### config.mk
export PLATFORM = sky130hd
export DESIGN_NAME = midpoint_circle_rasterizer_core
export DESIGN_NICKNAME = d
export VERILOG_FILES = /design/src/design/mcr_pkg.sv /design/src/design/mcr_front.sv /design/src/design/mcr_queue.sv /design/src/design/mcr_back.sv /design/src/design/midpoint_circle_rasterizer_core.sv
export SDC_FILE = /design/constraint.sdc
export NUM_CORES = 1
export LEC_CHECK = 0
export BUFFER_PORTS_ARGS = -buffer_cell sky130_fd_sc_hd__buf_2
export CAP_MARGIN = 40
export CORE_AREA = 2 2 176 178
export CTS_CLUSTER_DIAMETER = 120
export DETAILED_ROUTE_END_ITERATION = 8
export DIE_AREA = 0 0 178 180
export PLACE_DENSITY = 0.68
export RECOVER_POWER = 100
export SYNTH_ARGS = -nofsm -noshare
export SYNTH_HDL_FRONTEND = slang
export SYNTH_SLANG_ARGS = --single-unit
### constraint.sdc
create_clock -name clk -period 15.82 [get_ports clk]
set_clock_uncertainty 0.15 [all_clocks]
set_input_delay 4.746 -clock clk [delete_from_list [all_inputs] [get_ports clk]]
set_output_delay 4.746 -clock clk [all_outputs]
set_load 0.05 [all_outputs]
### src/design/mcr_pkg.sv
// Shared types and constants for the midpoint circle rasterizer.
package mcr_pkg;

  localparam int COORD_BITS_DEF = 12;
  localparam int CALC_W         = 17;
  localparam int QUEUE_DEPTH    = 2;
  localparam int QPTR_W         = $clog2(QUEUE_DEPTH);
  localparam int QCNT_W         = $clog2(QUEUE_DEPTH + 1);

  localparam logic CMD_START = 1'b0;
  localparam logic CMD_STEP  = 1'b1;

  localparam logic [15:0] D_INIT    = 16'd3;
  localparam logic [15:0] D_INC_NEG = 16'd6;
  localparam logic [15:0] D_INC_POS = 16'd10;

  localparam logic [2:0] OCT_LAST = 3'd7;

  typedef struct packed {
    logic signed [11:0] cx;
    logic signed [11:0] cy;
    logic [23:0]        color;
    logic [10:0]        x;
    logic [10:0]        y;
    logic               done;
  } mcr_job_t;

endpackage

### src/design/mcr_front.sv
// Command front end: circle walk state and job issue.
module mcr_front (
  input  logic               clk,
  input  logic               rst,
  input  logic               in_valid,
  output logic               in_stall,
  input  logic               command,
  input  logic signed [11:0] center_x,
  input  logic signed [11:0] center_y,
  input  logic [9:0]         radius,
  input  logic [23:0]        color_rgb,
  input  logic               q_full,
  output logic               push,
  output mcr_pkg::mcr_job_t  push_job
);
  import mcr_pkg::*;

  logic signed [11:0] cx;
  logic signed [11:0] cy;
  logic [23:0]        color;
  logic [10:0]        cur_x;
  logic [10:0]        cur_y;
  logic [13:0]        decision;
  logic               finished;

  logic        accept;
  logic        done;
  logic [15:0] d_ext;
  logic [15:0] x_ext;
  logic [15:0] y_ext;
  logic [15:0] d_sum;
  logic [15:0] d_start;
  logic [13:0] decision_next;
  logic [10:0] cur_y_next;

  assign in_stall = q_full;
  assign accept   = in_valid && !in_stall;
  assign done     = !(cur_x < cur_y);
  assign push     = accept && (command == CMD_STEP) && !finished;

  always_comb begin
    push_job.cx    = cx;
    push_job.cy    = cy;
    push_job.color = color;
    push_job.x     = cur_x;
    push_job.y     = cur_y;
    push_job.done  = done;
  end

  always_comb begin
    d_ext   = {{2{decision[13]}}, decision};
    x_ext   = {5'd0, cur_x};
    y_ext   = {5'd0, cur_y};
    d_start = D_INIT - {5'd0, radius, 1'b0};
    if (decision[13]) begin
      d_sum      = d_ext + (x_ext << 2) + D_INC_NEG;
      cur_y_next = cur_y;
    end else begin
      d_sum      = d_ext + ((x_ext - y_ext) << 2) + D_INC_POS;
      cur_y_next = cur_y - 11'd1;
    end
    decision_next = d_sum[13:0];
  end

  always_ff @(posedge clk) begin
    if (rst) begin
      cx       <= '0;
      cy       <= '0;
      color    <= '0;
      cur_x    <= '0;
      cur_y    <= '0;
      decision <= '0;
      finished <= 1'b1;
    end else if (accept) begin
      if (command == CMD_START) begin
        cx       <= center_x;
        cy       <= center_y;
        color    <= color_rgb;
        cur_x    <= '0;
        cur_y    <= {1'b0, radius};
        decision <= d_start[13:0];
        finished <= 1'b0;
      end else if (!finished) begin
        if (done) begin
          finished <= 1'b1;
        end else begin
          cur_x    <= cur_x + 11'd1;
          cur_y    <= cur_y_next;
          decision <= decision_next;
        end
      end
    end
  end

  a_push_room: assert property (@(posedge clk) disable iff (rst) push |-> !q_full)
    else $error("job issued into a full queue");
  a_finish: assert property (@(posedge clk) disable iff (rst) (push && done) |=> finished)
    else $error("final step did not finish the circle");
  a_start: assert property (@(posedge clk) disable iff (rst)
    (accept && command == CMD_START) |=> (!finished && cur_x == 11'd0))
    else $error("start did not reset the walk");

endmodule

### src/design/mcr_queue.sv
// Two-entry job queue between front end and pixel emitter.
module mcr_queue (
  input  logic              clk,
  input  logic              rst,
  input  logic              push,
  input  mcr_pkg::mcr_job_t push_job,
  output logic              full,
  output logic              q_valid,
  output mcr_pkg::mcr_job_t head,
  input  logic              pop
);
  import mcr_pkg::*;

  mcr_job_t          mem [QUEUE_DEPTH];
  logic [QPTR_W-1:0] wr_ptr;
  logic [QPTR_W-1:0] rd_ptr;
  logic [QCNT_W-1:0] count;

  assign full    = (count == QCNT_W'(QUEUE_DEPTH));
  assign q_valid = (count != '0);
  assign head    = mem[rd_ptr];

  always_ff @(posedge clk) begin
    if (push) begin
      mem[wr_ptr] <= push_job;
    end
  end

  always_ff @(posedge clk) begin
    if (rst) begin
      wr_ptr <= '0;
      rd_ptr <= '0;
      count  <= '0;
    end else begin
      if (push) begin
        wr_ptr <= (wr_ptr == QPTR_W'(QUEUE_DEPTH - 1)) ? '0 : wr_ptr + 1'b1;
      end
      if (pop) begin
        rd_ptr <= (rd_ptr == QPTR_W'(QUEUE_DEPTH - 1)) ? '0 : rd_ptr + 1'b1;
      end
      case ({push, pop})
        2'b10:   count <= count + 1'b1;
        2'b01:   count <= count - 1'b1;
        default: count <= count;
      endcase
    end
  end

  a_bound: assert property (@(posedge clk) disable iff (rst)
    count <= QCNT_W'(QUEUE_DEPTH))
    else $error("queue count overflow");
  a_no_underflow: assert property (@(posedge clk) disable iff (rst) pop |-> q_valid)
    else $error("pop from empty queue");
  a_count_track: assert property (@(posedge clk) disable iff (rst)
    (push && !pop) |=> count == $past(count) + 1'b1)
    else $error("queue count did not follow push");

endmodule

### src/design/mcr_back.sv
// Pixel emitter: expands one job into eight symmetric pixels.
module mcr_back #(
  parameter int COORD_BITS = mcr_pkg::COORD_BITS_DEF
) (
  input  logic                         clk,
  input  logic                         rst,
  input  logic                         q_valid,
  input  mcr_pkg::mcr_job_t            head,
  output logic                         pop,
  output logic                         out_valid,
  input  logic                         out_stall,
  output logic signed [COORD_BITS-1:0] point_x,
  output logic signed [COORD_BITS-1:0] point_y,
  output logic [23:0]                  pixel_color,
  output logic [2:0]                   octant,
  output logic                         last_of_step,
  output logic                         circle_done
);
  import mcr_pkg::*;

  mcr_job_t   job;
  logic       busy;
  logic [2:0] oct;

  logic              accept;
  logic              last;
  logic [CALC_W-1:0] mag_x;
  logic [CALC_W-1:0] mag_y;
  logic [CALC_W-1:0] off_x;
  logic [CALC_W-1:0] off_y;
  logic [CALC_W-1:0] sum_x;
  logic [CALC_W-1:0] sum_y;

  assign out_valid = busy;
  assign last      = (oct == OCT_LAST);
  assign accept    = busy && !out_stall;
  assign pop       = q_valid && (!busy || (accept && last));

  always_comb begin
    mag_x = oct[2] ? CALC_W'(job.y) : CALC_W'(job.x);
    mag_y = oct[2] ? CALC_W'(job.x) : CALC_W'(job.y);
    off_x = (oct[0] ^ oct[1]) ? -mag_x : mag_x;
    off_y = oct[1] ? -mag_y : mag_y;
    sum_x = {{(CALC_W-12){job.cx[11]}}, job.cx} + off_x;
    sum_y = {{(CALC_W-12){job.cy[11]}}, job.cy} + off_y;
  end

  assign point_x      = sum_x[COORD_BITS-1:0];
  assign point_y      = sum_y[COORD_BITS-1:0];
  assign pixel_color  = job.color;
  assign octant       = oct;
  assign last_of_step = last;
  assign circle_done  = job.done;

  always_ff @(posedge clk) begin
    if (pop) begin
      job <= head;
    end
  end

  always_ff @(posedge clk) begin
    if (rst) begin
      busy <= 1'b0;
      oct  <= '0;
    end else if (pop) begin
      busy <= 1'b1;
      oct  <= '0;
    end else if (accept) begin
      if (last) begin
        busy <= 1'b0;
      end
      oct <= oct + 3'd1;
    end
  end

  a_advance: assert property (@(posedge clk) disable iff (rst)
    (accept && !last) |=> (out_valid && octant == $past(octant) + 3'd1))
    else $error("octant did not advance after a pixel");
  a_drain: assert property (@(posedge clk) disable iff (rst)
    (accept && last && !q_valid) |=> !out_valid)
    else $error("emitter stayed busy with no job");
  a_job_hold: assert property (@(posedge clk) disable iff (rst)
    (busy && !(accept && last)) |=> $stable(job))
    else $error("job changed in the middle of a step");

endmodule

### src/design/midpoint_circle_rasterizer_core.sv
// Midpoint circle rasterizer top level. A start word (command 0) latches centre,
// radius and color and gives no pixels. A step word (command 1) is queued as a job,
// unless the circle is finished; the pixel emitter then gives its eight pixels one per
// cycle while out_stall is low. The job passes the queue, then the emitter's job
// register, before its first pixel appears. A two-job queue lets the front end keep
// taking words while pixels drain; in_stall rises when it is full.
module midpoint_circle_rasterizer_core #(
  parameter int COORD_BITS = mcr_pkg::COORD_BITS_DEF
) (
  input  logic                         clk,
  input  logic                         rst,
  input  logic                         in_valid,
  output logic                         in_stall,
  input  logic                         command,
  input  logic signed [11:0]           center_x,
  input  logic signed [11:0]           center_y,
  input  logic [9:0]                   radius,
  input  logic [23:0]                  color_rgb,
  output logic                         out_valid,
  input  logic                         out_stall,
  output logic signed [COORD_BITS-1:0] point_x,
  output logic signed [COORD_BITS-1:0] point_y,
  output logic [23:0]                  pixel_color,
  output logic [2:0]                   octant,
  output logic                         last_of_step,
  output logic                         circle_done
);
  import mcr_pkg::*;

  logic     q_full;
  logic     push;
  mcr_job_t push_job;
  logic     q_valid;
  mcr_job_t head;
  logic     pop;

  mcr_front u_front (
    .clk       (clk),
    .rst       (rst),
    .in_valid  (in_valid),
    .in_stall  (in_stall),
    .command   (command),
    .center_x  (center_x),
    .center_y  (center_y),
    .radius    (radius),
    .color_rgb (color_rgb),
    .q_full    (q_full),
    .push      (push),
    .push_job  (push_job)
  );

  mcr_queue u_queue (
    .clk      (clk),
    .rst      (rst),
    .push     (push),
    .push_job (push_job),
    .full     (q_full),
    .q_valid  (q_valid),
    .head     (head),
    .pop      (pop)
  );

  mcr_back #(
    .COORD_BITS (COORD_BITS)
  ) u_back (
    .clk          (clk),
    .rst          (rst),
    .q_valid      (q_valid),
    .head         (head),
    .pop          (pop),
    .out_valid    (out_valid),
    .out_stall    (out_stall),
    .point_x      (point_x),
    .point_y      (point_y),
    .pixel_color  (pixel_color),
    .octant       (octant),
    .last_of_step (last_of_step),
    .circle_done  (circle_done)
  );

endmodule
==> impl_metrics.py <==
metrics = {
    "setup_path": {
        "worstPathCellList": "mux2i_1 > ha_1 > nor2_1 > a21oi_1 > ha_1 > a21oi_1 > o21ai_1 > o41a_1 > o21a_1 > o21a_1 > o41a_1 > xnor2_1 > clkbuf_1",
        "endpoint_kind": "output port",
        "start_kind": "register",
        "cp_top_family": "compound AO/OA/AOI/OAI gates",
        "critPathKind": "reg2out",
        "crit_fanout": 42,
        "required_ns": 10.92,
        "cp.arrival_ns": 5.36,
        "worst-path-buf-inv": 1,
        "slowest_stage": "dfxtp_1",
        "crit_path_max_incr_delay_ns": 1.47,
    },
    "clocking": {
        "cts_sinks": 305,
        "clock_latency_ns": 0.56,
        "htreeDepth": 1,
        "postCtsHoldBufs": 0,
        "clockBufferDepth": 3,
        "cts_resized": 0,
        "cts_tree": "done",
        "cts_setup_buffers": 0,
        "cts_buffers": 30,
        "clk_pin_slew_ns": 0.06,
        "cts_root_buffer": "clkbuf_16",
    },
    "power": {
        "p_leak_uw": 0.00595,
        "vdd_drop_max_v": 0.0000919,
        "switching_share": 0.421,
        "p_int_uw": 1750,
        "p_clk_frac": 0.220,
        "pwr-share-seq": 0.357,
        "power.switching_uw": 1270,
        "p_per_area_nw_per_um2": 184,
        "combPwrFrac": 0.423,
    },
    "routing": {
        "drc_errors": 0,
        "vias": 9834,
        "viasPerCell": 5.50,
        "wirelength_um": 31900,
        "postRouteAntennaNets": 0,
        "drt_iter0_markers": 591,
        "wire_per_inst_um": 17.8,
        "first_pass_iters": 5,
    },
    "timing": {
        "fin_setup_tns_ns": 0,
        "hold_slack_ns": 0.299,
        "rsz0062_at_grt": "false",
        "setup_viol": 0,
        "finalHoldViolCount": 0,
        "worst_pin_slew_ns": 3.47,
        "slew-limit-headroom": -1.31,
        "slew_violations": 407,
        "fin_crit_sh": 0.648,
        "max_clock_freq_ghz": 0.0975,
        "post-route-min-period_ns": 10.25,
    },
    "logic_synthesis": {
        "synth_seq_cells": 305,
        "dominantRegCellSynth": "edfxtp_1",
        "yosys_warnings": 0,
        "synth_top_cell_by_area": "edfxtp_1",
        "seq_area_frac_synth": 0.555,
        "synth-edff-count": 213,
        "async_reset_ff_frac": 0,
        "synth.top_cell.area_share": 0.431,
        "syn_area_per_cell_um2": 11.6,
        "synthTopCellsByArea": "edfxtp_1 43%, dfxtp_1 12%, ha_1 7.2%, mux2_2 5.7%, nand2_1 3.8%",
        "syn_area_um2": 14800,
        "synth_cells": 1277,
        "synth_fp_nets": 1430,
        "synth.distinct_cells": 72,
    },
    "placement": {
        "port_buffers": 117,
        "dpl.hpwl_um": 21600,
        "dp_cells": 1732,
        "place_congestion": 0.941,
    },
    "grt": {
        "grt_pass1_wl_um": 51100,
        "grt_use_total": 0.199,
        "grt_start_max_net_pins": 54,
        "grt_pass1_vias": 9892,
        "antenna_found_initial": 1,
        "use_met3": 0.0260,
        "grtUsageMet2": 0.339,
        "grt_overflow": 0,
        "grt.met1_usage": 0.265,
        "busiest_layer": "met2",
    },
    "status": {
        "violations": "max-capacitance violations, max-slew violations",
        "status": "complete, but fails checks",
    },
    "die": {
        "dieArea_um2": 32000,
        "num_rows": 64,
        "dieWidth_um": 178,
        "io_pins": 118,
        "dieHeight_um": 180,
        "start_util": 0.492,
        "coreArea_um2": 30200,
    },
    "min_path": {
        "hp-class": "reg2reg",
    },
    "finish": {
        "nNetsFinal": 1521,
        "area_delta_synth_final_pct": 11.1,
        "final_cells": 1789,
        "drive_gt1_frac": 0.149,
    },
    "flow_run": {
        "maxCapViolCount": 9,
    },
}
## per-stage QoR
step                       util  total power [uW]  setup slack (ns)  instance area [um2]
after floorplan               -              2120              6.24                14800
after global placement    0.518              2380              7.11                15600
after detailed placement  0.522              2410              7.02                15800
after CTS                 0.553              3080              6.40                16700
after global routing      0.546              3200              5.21                16500
final                     0.546              3030              5.57                16500
## registers in the layout, indices dropped and copies added, names as in the netlist, 2 cells and up
| signal | count |
|---|---|
| u_back.octant | 3 |
| u_queue.count | 2 |
| u_back.job | 46 |
| u_front.cur_y | 11 |
| u_front.color | 24 |
| u_front.decision | 13 |
| u_front.cur_x | 11 |
| u_back.pixel_color | 24 |
| u_front.cy | 12 |
| u_front.cx | 12 |
| u_queue.mem | 142 |
## Yosys cell counts (3+ instances only)
library cell / count
nor3_1: 29
a211oi_1: 11
inv_1: 45
o31ai_1: 5
dfxtp_1: 92
fa_1: 5
nand3_1: 14
o211ai_1: 10
xnor2_1: 43
edfxtp_1: 213
or2_2: 7
xor2_1: 33
o21bai_1: 4
nor2b_1: 11
mux2_2: 75
a21o_1: 9
clkbuf_1: 32
nand4_1: 9
a21oi_1: 108
o21ai_1: 5
nor4_1: 5
o221a_2: 4
and3_1: 5
nand2_1: 150
o21ai_0: 41
buf_2: 9
nor2_1: 74
o41a_1: 4
ha_1: 85
mux2i_1: 24
o21a_1: 17
a31oi_1: 4
buf_4: 27
a311oi_1: 3
or3_1: 4
nand2b_1: 10
## power groups by stage
stage | Sequential (uW) | Clock, uW | Combinational (uW)
finish | 1080 | 665 | 1280
global route | 1090 | 711 | 1400
CTS | 1070 | 678 | 1330
detailed placement | 1090 | 0 | 1320
global placement | 1100 | 0 | 1280
floorplan | 1060 | 0 | 1060
## cells by family (layout without fill, tap and decap cells)
| kind of cell | Yosys count | after routing | synth area share |
|---|---|---|---|
| and+or+nand+nor | 332 | 332 | 0.102 |
| DFF | 305 | 305 | 0.555 |
| AOI/OAI and AO/OA | 257 | 257 | 0.110 |
| buffers and inverters | 118 | 233 | 0.0374 |
| muxes | 99 | 99 | 0.0731 |
| adders and majority gates | 90 | 90 | 0.0784 |
| xor gates and xnor gates | 76 | 76 | 0.0448 |
| other | 0 | 1 | 0 |
## path summary, 6_finish.rpt
kind / from / endpoint / slack, ns / cells past startpoint
max: u_back.octant[2]$_SDFFE_PP0P_ / point_y[11] / 5.57 / 13
min: u_front.color[6]$_SDFFE_PP0P_ / u_queue.mem[1][29]$_DFFE_PP_ / 0.30 / 0
max reg2reg: u_back.octant[2]$_SDFFE_PP0P_ / u_back.octant[2]$_SDFFE_PP0P_ / 9.45 / 8
min reg2reg: u_front.color[6]$_SDFFE_PP0P_ / u_queue.mem[1][29]$_DFFE_PP_ / 0.30 / 0
## layout make-up
type                            count  area, um2
Fill cell                        2614      13700
Sequential cell                   305       8240
Multi-Input combinational cell    854       6070
Clock buffer                       42        836
Timing Repair Buffer              129        581
Tap cell                          396        495
Inverter                           48        180
Clock inverter                     14       88.8
Antenna cell                        1       2.50
## metal layers
metal | vias up | part of all wire
li1 | 4811 | -
met3 | 57 | 0.052
met2 | 269 | 0.49
met5 | - | 0
met4 | 0 | 0.023
met1 | 4697 | 0.44
## layout by cell type, fill, tap and decap left out, types with 5 or more instances in the layout
| master | Yosys | final |
|---|---|---|
| a21o_1 | 9 | 9 |
| dfxtp_1 | 92 | 92 |
| nor2_1 | 74 | 73 |
| nand2_1 | 150 | 150 |
| mux2i_1 | 24 | 24 |
| xnor2_1 | 43 | 43 |
| o21a_1 | 17 | 16 |
| or2_2 | 7 | 7 |
| o31ai_1 | 5 | 5 |
| nor3_1 | 29 | 29 |
| nand4_1 | 9 | 9 |
| edfxtp_1 | 213 | 213 |
| o211ai_1 | 10 | 10 |
| nand2b_1 | 10 | 10 |
| xor2_1 | 33 | 33 |
| nor4_1 | 5 | 5 |
| clkbuf_1 | 32 | 74 |
| a211oi_1 | 11 | 11 |
| o21ai_0 | 41 | 42 |
| mux2_2 | 75 | 73 |
| inv_1 | 45 | 45 |
| fa_1 | 5 | 5 |
| nor2b_1 | 11 | 11 |
| clkbuf_16 | 0 | 30 |
| ha_1 | 85 | 85 |
| buf_2 | 9 | 61 |
| a21oi_1 | 108 | 109 |
| nand3_1 | 14 | 13 |
| clkinv_2 | 0 | 6 |
No activity file was read; power rests on OpenSTA's default activity.
